<file path="src/hdl/scpv_pkg.sv">
package scpv_pkg;

    // Packet framing constants.
    localparam logic [31:0] SYNC_PATTERN     = 32'h55AA55AA;
    localparam logic [31:0] CRC_INIT         = 32'hFFFFFFFF;
    localparam logic [15:0] MAX_PACKET_BYTES = 16'hFFFF;
    localparam logic [15:0] MIN_PACKET_BYTES = 16'd12;

    // Byte positions of the header fields.
    localparam logic [15:0] POS_LEN_LO  = 16'd4;
    localparam logic [15:0] POS_LEN_HI  = 16'd5;
    localparam logic [15:0] POS_TYPE    = 16'd6;
    localparam logic [15:0] POS_COUNTER = 16'd7;

    // Status codes, in priority order.
    localparam logic [2:0] STATUS_OK          = 3'd0;
    localparam logic [2:0] STATUS_BAD_SYNC    = 3'd1;
    localparam logic [2:0] STATUS_BAD_LENGTH  = 3'd2;
    localparam logic [2:0] STATUS_BAD_TYPE    = 3'd3;
    localparam logic [2:0] STATUS_BAD_CRC     = 3'd4;
    localparam logic [2:0] STATUS_BAD_COUNTER = 3'd5;

    // Configuration register indexes.
    localparam logic [7:0] CFG_WANTED_TYPE  = 8'd0;
    localparam logic [7:0] CFG_SKIP_COUNTER = 8'd1;

    typedef struct packed {
        logic [7:0] data_byte;
        logic       last_byte;
    } scpv_in_t;

    typedef struct packed {
        logic [2:0] status;
        logic [7:0] sequence_number;
    } scpv_out_t;

    // Nibble table for polynomial 0x04C11DB7.
    function automatic logic [31:0] nibble_entry(input logic [3:0] idx);
        logic [31:0] e;
        unique case (idx)
            4'h0: e = 32'h00000000;
            4'h1: e = 32'h04C11DB7;
            4'h2: e = 32'h09823B6E;
            4'h3: e = 32'h0D4326D9;
            4'h4: e = 32'h130476DC;
            4'h5: e = 32'h17C56B6B;
            4'h6: e = 32'h1A864DB2;
            4'h7: e = 32'h1E475005;
            4'h8: e = 32'h2608EDB8;
            4'h9: e = 32'h22C9F00F;
            4'hA: e = 32'h2F8AD6D6;
            4'hB: e = 32'h2B4BCB61;
            4'hC: e = 32'h350C9B64;
            4'hD: e = 32'h31CD86D3;
            4'hE: e = 32'h3C8EA00A;
            4'hF: e = 32'h384FBDBD;
        endcase
        return e;
    endfunction

    // One byte of the CRC: the byte goes into the low bits, then eight
    // nibble steps shift the register left through the table.
    function automatic logic [31:0] crc_byte(input logic [31:0] crc_in,
                                             input logic [7:0]  b);
        logic [31:0] c;
        c = crc_in ^ {24'h000000, b};
        for (int k = 0; k < 8; k++) begin
            c = {c[27:0], 4'h0} ^ nibble_entry(c[31:28]);
        end
        return c;
    endfunction

endpackage

</file>
<file path="src/hdl/sync_crc_packet_validator.sv">
// Channel   | Ports                                   | Moves
// ----------+-----------------------------------------+-------------------------------
// input     | s_valid, s_ready, s_data (scpv_in_t)    | one packet byte, last flag
// result    | m_valid, m_ready, m_data (scpv_out_t)   | status and sequence byte
// config    | cfg_valid, cfg_ready, cfg_index, cfg_data | register write
//
// One byte is taken per cycle while s_ready is high; the CRC step, field capture and checks all happen
// in the accept cycle and the result appears in the output register in the next cycle.
// Reset is synchronous on aresetn low and clears config, packet state and m_valid, but not m_data.
// A waiting result stalls only a last byte; other bytes keep flowing past it.
// Configuration writes are always taken (cfg_ready is held high).
module sync_crc_packet_validator
    import scpv_pkg::*;
(
    input  logic       aclk,
    input  logic       aresetn,
    input  logic       s_valid,
    output logic       s_ready,
    input  scpv_in_t   s_data,
    output logic       m_valid,
    input  logic       m_ready,
    output scpv_out_t  m_data,
    input  logic       cfg_valid,
    output logic       cfg_ready,
    input  logic [7:0] cfg_index,
    input  logic [7:0] cfg_data
);

    logic [7:0]  wanted_type_reg;
    logic        skip_counter_reg;
    logic [15:0] byte_count_reg,   byte_count_next;
    logic [31:0] crc_reg,          crc_next;
    logic [31:0] tail_reg,         tail_next;
    logic [31:0] sync_word_reg,    sync_word_next;
    logic [15:0] length_reg,       length_next;
    logic [7:0]  type_reg,         type_next;
    logic [7:0]  counter_reg,      counter_next;
    logic [7:0]  prev_counter_reg, prev_counter_next;
    logic        too_long_reg,     too_long_next;
    logic        m_valid_reg,      m_valid_next;
    scpv_out_t   m_data_reg,       m_data_next;

    // Values after this byte is taken in, before the end-of-packet clear.
    logic [15:0] upd_count;
    logic [31:0] upd_crc;
    logic [31:0] upd_tail;
    logic [31:0] upd_sync;
    logic [15:0] upd_length;
    logic [7:0]  upd_type;
    logic [7:0]  upd_counter;
    logic        upd_too_long;
    logic [2:0]  status;
    logic        accept;
    logic        accept_last;

    // A byte that ends a packet needs room in the output register.
    assign s_ready     = !m_valid_reg || m_ready || !s_data.last_byte;
    assign accept      = s_valid && s_ready;
    assign accept_last = accept && s_data.last_byte;
    assign cfg_ready   = 1'b1;
    assign m_valid     = m_valid_reg;
    assign m_data      = m_data_reg;

    // Field capture, tail window and CRC step for one byte.
    always_comb begin
        upd_count    = byte_count_reg;
        upd_crc      = crc_reg;
        upd_tail     = tail_reg;
        upd_sync     = sync_word_reg;
        upd_length   = length_reg;
        upd_type     = type_reg;
        upd_counter  = counter_reg;
        upd_too_long = too_long_reg;
        if (!too_long_reg) begin
            if (byte_count_reg < POS_LEN_LO) begin
                upd_sync[byte_count_reg[1:0]*8 +: 8] = s_data.data_byte;
            end
            if (byte_count_reg == POS_LEN_LO) begin
                upd_length[7:0] = s_data.data_byte;
            end
            if (byte_count_reg == POS_LEN_HI) begin
                upd_length[15:8] = s_data.data_byte;
            end
            if (byte_count_reg == POS_TYPE) begin
                upd_type = s_data.data_byte;
            end
            if (byte_count_reg == POS_COUNTER) begin
                upd_counter = s_data.data_byte;
            end
            // The oldest tail byte enters the CRC as the new byte pushes in.
            if (byte_count_reg >= POS_LEN_LO) begin
                upd_crc = crc_byte(crc_reg, tail_reg[7:0]);
            end
            upd_tail = {s_data.data_byte, tail_reg[31:8]};
            if (byte_count_reg >= MAX_PACKET_BYTES) begin
                upd_too_long = 1'b1;
            end else begin
                upd_count = byte_count_reg + 16'd1;
            end
        end
    end

    // Packet checks in priority order.
    always_comb begin
        priority if (upd_sync != SYNC_PATTERN) begin
            status = STATUS_BAD_SYNC;
        end else if (upd_too_long || upd_count < MIN_PACKET_BYTES ||
                     upd_length != upd_count) begin
            status = STATUS_BAD_LENGTH;
        end else if (upd_type != wanted_type_reg) begin
            status = STATUS_BAD_TYPE;
        end else if (upd_crc != upd_tail) begin
            status = STATUS_BAD_CRC;
        end else if (!skip_counter_reg && (prev_counter_reg + 8'd1) != upd_counter) begin
            status = STATUS_BAD_COUNTER;
        end else begin
            status = STATUS_OK;
        end
    end

    // Next state: take the updated values, or clear them at the end of a packet.
    always_comb begin
        byte_count_next   = byte_count_reg;
        crc_next          = crc_reg;
        tail_next         = tail_reg;
        sync_word_next    = sync_word_reg;
        length_next       = length_reg;
        type_next         = type_reg;
        counter_next      = counter_reg;
        too_long_next     = too_long_reg;
        prev_counter_next = prev_counter_reg;
        m_valid_next      = m_valid_reg;
        m_data_next       = m_data_reg;
        if (m_ready) begin
            m_valid_next = 1'b0;
        end
        if (accept_last) begin
            byte_count_next = '0;
            crc_next        = CRC_INIT;
            tail_next       = '0;
            sync_word_next  = '0;
            length_next     = '0;
            type_next       = '0;
            counter_next    = '0;
            too_long_next   = 1'b0;
            if (status == STATUS_OK || status == STATUS_BAD_COUNTER) begin
                prev_counter_next = upd_counter;
            end
            m_valid_next                = 1'b1;
            m_data_next.status          = status;
            m_data_next.sequence_number = upd_counter;
        end else if (accept) begin
            byte_count_next = upd_count;
            crc_next        = upd_crc;
            tail_next       = upd_tail;
            sync_word_next  = upd_sync;
            length_next     = upd_length;
            type_next       = upd_type;
            counter_next    = upd_counter;
            too_long_next   = upd_too_long;
        end
    end

    // Control and packet state registers.
    always_ff @(posedge aclk) begin
        if (!aresetn) begin
            wanted_type_reg  <= '0;
            skip_counter_reg <= 1'b0;
            byte_count_reg   <= '0;
            crc_reg          <= CRC_INIT;
            tail_reg         <= '0;
            sync_word_reg    <= '0;
            length_reg       <= '0;
            type_reg         <= '0;
            counter_reg      <= '0;
            prev_counter_reg <= '0;
            too_long_reg     <= 1'b0;
            m_valid_reg      <= 1'b0;
        end else begin
            if (cfg_valid && cfg_ready) begin
                if (cfg_index == CFG_WANTED_TYPE) begin
                    wanted_type_reg <= cfg_data;
                end
                if (cfg_index == CFG_SKIP_COUNTER) begin
                    skip_counter_reg <= cfg_data[0];
                end
            end
            byte_count_reg   <= byte_count_next;
            crc_reg          <= crc_next;
            tail_reg         <= tail_next;
            sync_word_reg    <= sync_word_next;
            length_reg       <= length_next;
            type_reg         <= type_next;
            counter_reg      <= counter_next;
            prev_counter_reg <= prev_counter_next;
            too_long_reg     <= too_long_next;
            m_valid_reg      <= m_valid_next;
        end
    end

    // Result payload register.
    always_ff @(posedge aclk) begin
        m_data_reg <= m_data_next;
    end

endmodule

</file>
<file path="config.mk">
export PLATFORM = sky130hd
export DESIGN_NAME = sync_crc_packet_validator
export DESIGN_NICKNAME = d
export VERILOG_FILES = /design/src/hdl/scpv_pkg.sv /design/src/hdl/sync_crc_packet_validator.sv
export SDC_FILE = /design/constraint.sdc
export NUM_CORES = 1
export LEC_CHECK = 0
export BUFFER_PORTS_ARGS = -buffer_cell sky130_fd_sc_hd__buf_2
export CORE_MARGIN = 2
export CORE_UTILIZATION = 30
export DETAILED_ROUTE_END_ITERATION = 10
export SYNTH_ARGS = -nofsm -noshare
export SYNTH_HDL_FRONTEND = slang
export SYNTH_SLANG_ARGS = --single-unit
</file>
<file path="constraint.sdc">
create_clock -name aclk -period 13 [get_ports aclk]
set_clock_uncertainty 0.05 [all_clocks]
set_input_delay 0 -clock aclk [delete_from_list [all_inputs] [get_ports aclk]]
set_output_delay 0 -clock aclk [all_outputs]
set_load 0.01 [all_outputs]
</file>
Yosys cells after proc, flatten, opt, wreduce, memory -nomap -nowiden
Memories as Yosys holds them, arrays and structs flattened.
Index checks and enable logic that the tools add are counted.
Widths: inputs -> output; s select.
Word-level totals
  word-level logic and storage cells: 110
  memories: 8
  output and inout bits: 14
  memory bits (read-only): 3584
  input port bits: 30
  register bits: 174
Operators by class
  shifts and indexed selects: 2
  reduce and logical (&&, ||, !) cells: 18
  multiplexer cells: 40
  bitwise operators: 10
  add/subtract/negate cells: 3
  eq/ne operators: 11
  $lt $le $gt $ge: 4
Memory list
  (name not given): depth 16, width 28, rd ports 1, clocked after Yosys merged registers in 0, write ports 0, line scpv_pkg.sv:40  | unique case (idx)
  (name not given): depth 16, width 28, rd ports 1, clocked after Yosys merged registers in 0, write ports 0, line scpv_pkg.sv:40
  (name not given): depth 16, width 28, rd ports 1, clocked after Yosys merged registers in 0, write ports 0, line scpv_pkg.sv:40
  (name not given): depth 16, width 28, rd ports 1, clocked after Yosys merged registers in 0, write ports 0, line scpv_pkg.sv:40
  (name not given): depth 16, width 28, rd ports 1, clocked after Yosys merged registers in 0, write ports 0, line scpv_pkg.sv:40
  (name not given): depth 16, width 28, rd ports 1, clocked after Yosys merged registers in 0, write ports 0, line scpv_pkg.sv:40
  2 more memories
Operators by type and width (number)
  $mux 32: 21
  $xor 32x32->32: 8
  $eq 16x3->1 const B: 4
  $mux 16: 3
  $mux 8: 6
  $neg 5->34: 1
  $shift 8x34->32 const A: 1
  $shiftx 8x34->32: 1
  $bwmux 32: 1
  $ne 32x31->1 const B: 1
  $ne 32x32->1: 1
  $xor 32x8->32: 1
  $add 16x1->16 const B: 1
  $ge 16x16->1 const B: 1
  $ge 16x3->1 const B: 1
  $lt 16x3->1 const B: 1
  $lt 16x4->1 const B: 1
  $ne 16x16->1: 1
  $ne 8x8->1: 2
  $mux 3: 5
  $add 8x1->8 const B: 1
  $eq 8x1->1 const B: 1
  $logic_not 8->1: 1
  $reduce_and 2->1: 3
  9 further kinds: 20

Depth between registers and ports, before layout
An unclocked memory read counts as a cell.
  depth in word-level cells: 43
  gate-level depth with buffers: 16
  depth with buffers taken out: 13

Worst setup path after synthesis
No wires, ideal clock.
  kind: reg-to-reg
  start point: register crc_reg[27]
  end point: register prev_counter_reg[0]
  stages on the path, launching flop included: 16
  period minus slack after synthesis: 4874 ps
  library setup time: 70 ps
  data arrival time: 4754 ps
  path slack: 8126 ps
  cell sequence: dfxtp_1 > buf_4 > xnor3_2 > xnor2_4 > xnor3_2 > xor2_1 > xnor3_2 > xnor3_1 > a2111o_1 > nand3_1 > o21ai_1 > or3_1 > buf_2 > or4_1 > buf_2 > a21oi_1
On the way
  longest elaborated chain between the ends: 40
RTL lines
  start: declaration: line sync_crc_packet_validator.sv:32  | logic [31:0] crc_reg, crc_next;
  start signal: assignment: line sync_crc_packet_validator.sv:189  | crc_reg <= crc_next;
  $xor 32x8->32: line scpv_pkg.sv:66  | c = crc_in ^ {24'h000000, b};
  $xor 32x32->32: line scpv_pkg.sv:68  | c = {c[27:0], 4'h0} ^ nibble_entry(c[31:28]);
  $mem_v2 16x28
  $mux 32: line sync_crc_packet_validator.sv:91  | if (byte_count_reg >= POS_LEN_LO) begin
  $mux 32: line sync_crc_packet_validator.sv:74  | if (!too_long_reg) begin
  $xor 32x32->32: line scpv_pkg.sv:68
  $mem_v2 16x28
  $mux 32: line sync_crc_packet_validator.sv:91
  (+24 left out)
  $ne 32x32->1 (*): line sync_crc_packet_validator.sv:112  | end else if (upd_crc != upd_tail) begin
  $mux 3 (*): line sync_crc_packet_validator.sv:112
  $mux 3 (*): line sync_crc_packet_validator.sv:110  | end else if (upd_type != wanted_type_reg) begin
  $mux 3 (*): line sync_crc_packet_validator.sv:107  | end else if (upd_too_long || upd_count < MIN_PACKET_BYTES ||
  $mux 3 (*): line sync_crc_packet_validator.sv:105  | priority if (upd_sync != SYNC_PATTERN) begin
  $eq 3x3->1 or $logic_not 3->1 (tied branches): line sync_crc_packet_validator.sv:146  | if (status == STATUS_OK || status == STATUS_BAD_COUNTER) begin
  $logic_or 1x1->1 (*): line sync_crc_packet_validator.sv:146
  $reduce_and 2->1 (no source line) (*)
  end signal: assignment: line sync_crc_packet_validator.sv:195  | prev_counter_reg <= prev_counter_next;
  end: declaration: line sync_crc_packet_validator.sv:38  | logic [7:0] prev_counter_reg, prev_counter_next;
Mark *: on every way between the ends. The rest lies on a longest branch, timed or not. The select of a mux whose other input is x is not followed.
A chain may end at the register's enable or synchronous reset.

Worst setup path after layout
  start point: register crc_reg[26]
  end point: register prev_counter_reg[7]
Same word-level chain as after synthesis.

==> results.toml <==
[outcome]
status = "finished, final reports clean"

[synth]
yosysWarningCount = 0
ys_seq_area_share_pct = 27.6
synth_top_area_share_pct = 25.1
synth-seq-cells = 174
yosys.area_share.adder_pct = 0.674
synthesis.area_mm2 = 0.0130
synth_xor_area_share_pct = 33.5
postSynth.asyncResetShare_pct = 0
synthTopCellsByArea = "dfxtp_1, xnor3_1, xnor2_1"
syn_avg_cell_area_um2 = 8.99
ys.flop_type = "dfxtp_1"
synthMuxAreaShare_pct = 5.10
syn_nets = 1483
synth_edf_count = 11
ys_types = 68
synth_top_family_by_area = "XOR/XNOR gates"
synth_top_area_cell = "dfxtp_1"
synthSimpleGateAreaFrac_pct = 17.4
synth_compound_area_share_pct = 11.5
syn_inst = 1446

[floorplan]
initial_core_util_pct = 30.3
boundaryPins = 44
core-area_mm2 = 0.0429
num_rows = 76
dieHeight_um = 212
die_x_um = 212
dieArea_mm2 = 0.0450

[final_layout]
fin_area_mm2 = 0.0144
antenna_cells = 0
final_cell_mix = "nand2_1, xnor2_1, dfxtp_1, a21oi_1, nor2_1"
final_common_cell = "nand2_1"
drive_above_1_share_pct = 8.10
syn_to_final_growth_pct = 11.1
final_net_count = 1481

[pwr]
p_leak_uw = 0.00587
swShare_pct = 29.6
powerDensity_mw_per_mm2 = 87.7
seq_power_share_pct = 43.8
p_total_uw = 1270
p_clk_share_pct = 38.8
p_switching_uw = 374
internal_power_uw = 892
comb_power_share_pct = 17.4
irDropWorstVdd_v = 0.0000763

[placed_design]
io_buffers = 42
place_area_mm2 = 0.0136
hpwlAfterDp_um = 28300
place.gp.congestion = 0.950

[setup_path]
startpoint = "crc_reg[26]$_SDFFE_PP1P_"
worstSetupPathType = "register to register"
critPathArrivalTime_ps = 6200
r2r_start = "crc_reg[26]$_SDFFE_PP1P_"
startpoint_type = "register"
critPathMaxFanout = 10
cp.required_ps = 13310
crit_path_end_kind = "register"

[sta]
slew_violations = 0
fmax_ghz = 0.170
hold_viol_final = 0
min_period_ps = 5890
setup_viol = 0
rsz0062_at_grt = "no"
tightestPinTransition_ps = 1140
post-route-period-util_pct = 45.3
fin_tns_setup_ps = 0
slew-limit-headroom_pct = 23.1

[global_routing]
use_met1_pct = 22.8
top_usage_layer = "met2"
use_met3_pct = 2.69
grt.total_usage_pct = 17.4
grt_pass1_wl_um = 60300
grt_pass1_vias = 10245
antenna_found_initial = 0
met2_usage_pct = 29.1
gr-total-overflow = 0
grt_max_degree = 105

[drt]
avgRoutedWirePerCell_um = 19.0
drt_iter0_drc = 991
drt-pass1-iter-count = 7
vias = 10524
postRouteAntennaNets = 0
totalWireLength_um = 38900
vias_per_cell = 5.15
drc = 0

[clocking]
cts_buffers = 17
cts_tree = "yes"
cts_num_sinks = 174
insertion_delay_ps = 430
ctsLongestPathBuffers = 2
postCtsSetupBuffers = 0
cts-root-buf = "clkbuf_16"
htreeDepth = 4
clk_pin_slew_worst_paths_ps = 80

[min_path]
holdCritStartpoint = "s_data[5]"
min_path_type = "input pin to register"

[run]
maxCapViolCount = 0
==> path summary, 6_finish.rpt <==
| kind | to | slack (ps) | depth (start not counted) |
|---|---|---|---|
| max | prev_counter_reg[7]$_SDFFE_PN0P_ | 7110 | 12 |
| min | length_reg[12]$_SDFFE_PP0P_ | 10 | 4 |
| max reg2reg | prev_counter_reg[7]$_SDFFE_PN0P_ | 7110 | 12 |
| min reg2reg | sync_word_reg[10]$_SDFFE_PP0P_ | 400 | 2 |
==> timing repair <==
item,in CTS,in global routing
gates resized for setup,0,0
hold buffers,27,0
hold endpoints to repair,44,0
==> kinds of logic after synthesis <==
| kind of cell | after synthesis |
|---|---|
| other cells | 1 |
| flops | 174 |
| fa+ha+maj | 7 |
| mux | 66 |
| simple gates | 487 |
| xor+xnor | 342 |
| compound gates | 235 |
| buf+inv | 134 |
==> per-stage QoR <==
stage | hold slack [ps] | utilization [%] | instances | setup WS (ps)
after floorplan | 79.7 | - | 1446 | 8130
after global placement | 210 | 31.8 | 1983 | 7270
after detailed placement | 212 | 31.8 | 1983 | 7210
after CTS | 2.63 | 33.7 | 2042 | 7150
after global routing | 31.0 | 33.7 | 2042 | 6800
final | 12.3 | 33.7 | 2042 | 7110
==> worst max-delay path, stage by stage, from the launching register on <==
cell      delay, ps
dfxtp_1         730
xor3_1          500
xnor2_2         470
xnor3_1         600
xnor2_2         290
xnor3_2         610
xnor2_2         370
a211oi_1         80
or4_1           520
a211oi_1        300
nand3_1         370
or4_1           720
a21oi_1         190
==> cells in the mapped netlist (all sizes together) (12+ instances only) <==
master and instances:
nand2 218, xnor2 189, dfxtp 163, a21oi 104
clkbuf 82, xnor3 80, nor2 77, nand3 72
xor2 65, mux2i 64, inv 32, o211ai 27
nor3 22, a211oi 20, buf 20, nand4 20
o21ai 20, nor2b 15, a22oi 13, nor4 12
==> power by group through the flow <==
stage / Clock [uW] / Combinational [uW] / Sequential, uW
floorplan: 0 / 158 / 564
global placement: 0 / 212 / 566
detailed placement: 0 / 213 / 566
CTS: 499 / 218 / 554
global route: 523 / 235 / 555
finish: 491 / 221 / 554
==> layer usage <==
| layer | vias up | part of all wire [%] |
|---|---|---|
| met5 | - | 0 |
| met4 | 0 | 2.9 |
| met3 | 63 | 5.4 |
| met2 | 351 | 48 |
| met1 | 5091 | 44 |
| li1 | 5019 | - |
==> final cells by class <==
class	instances	area, um^2
Fill cell	4412	28400
Multi-Input combinational cell	1138	8880
Sequential cell	174	3590
Tap cell	585	732
Timing Repair Buffer	81	571
Clock buffer	17	425
Clock inverter	15	123
Inverter	32	120
No activity file was read; power rests on OpenSTA's default activity.
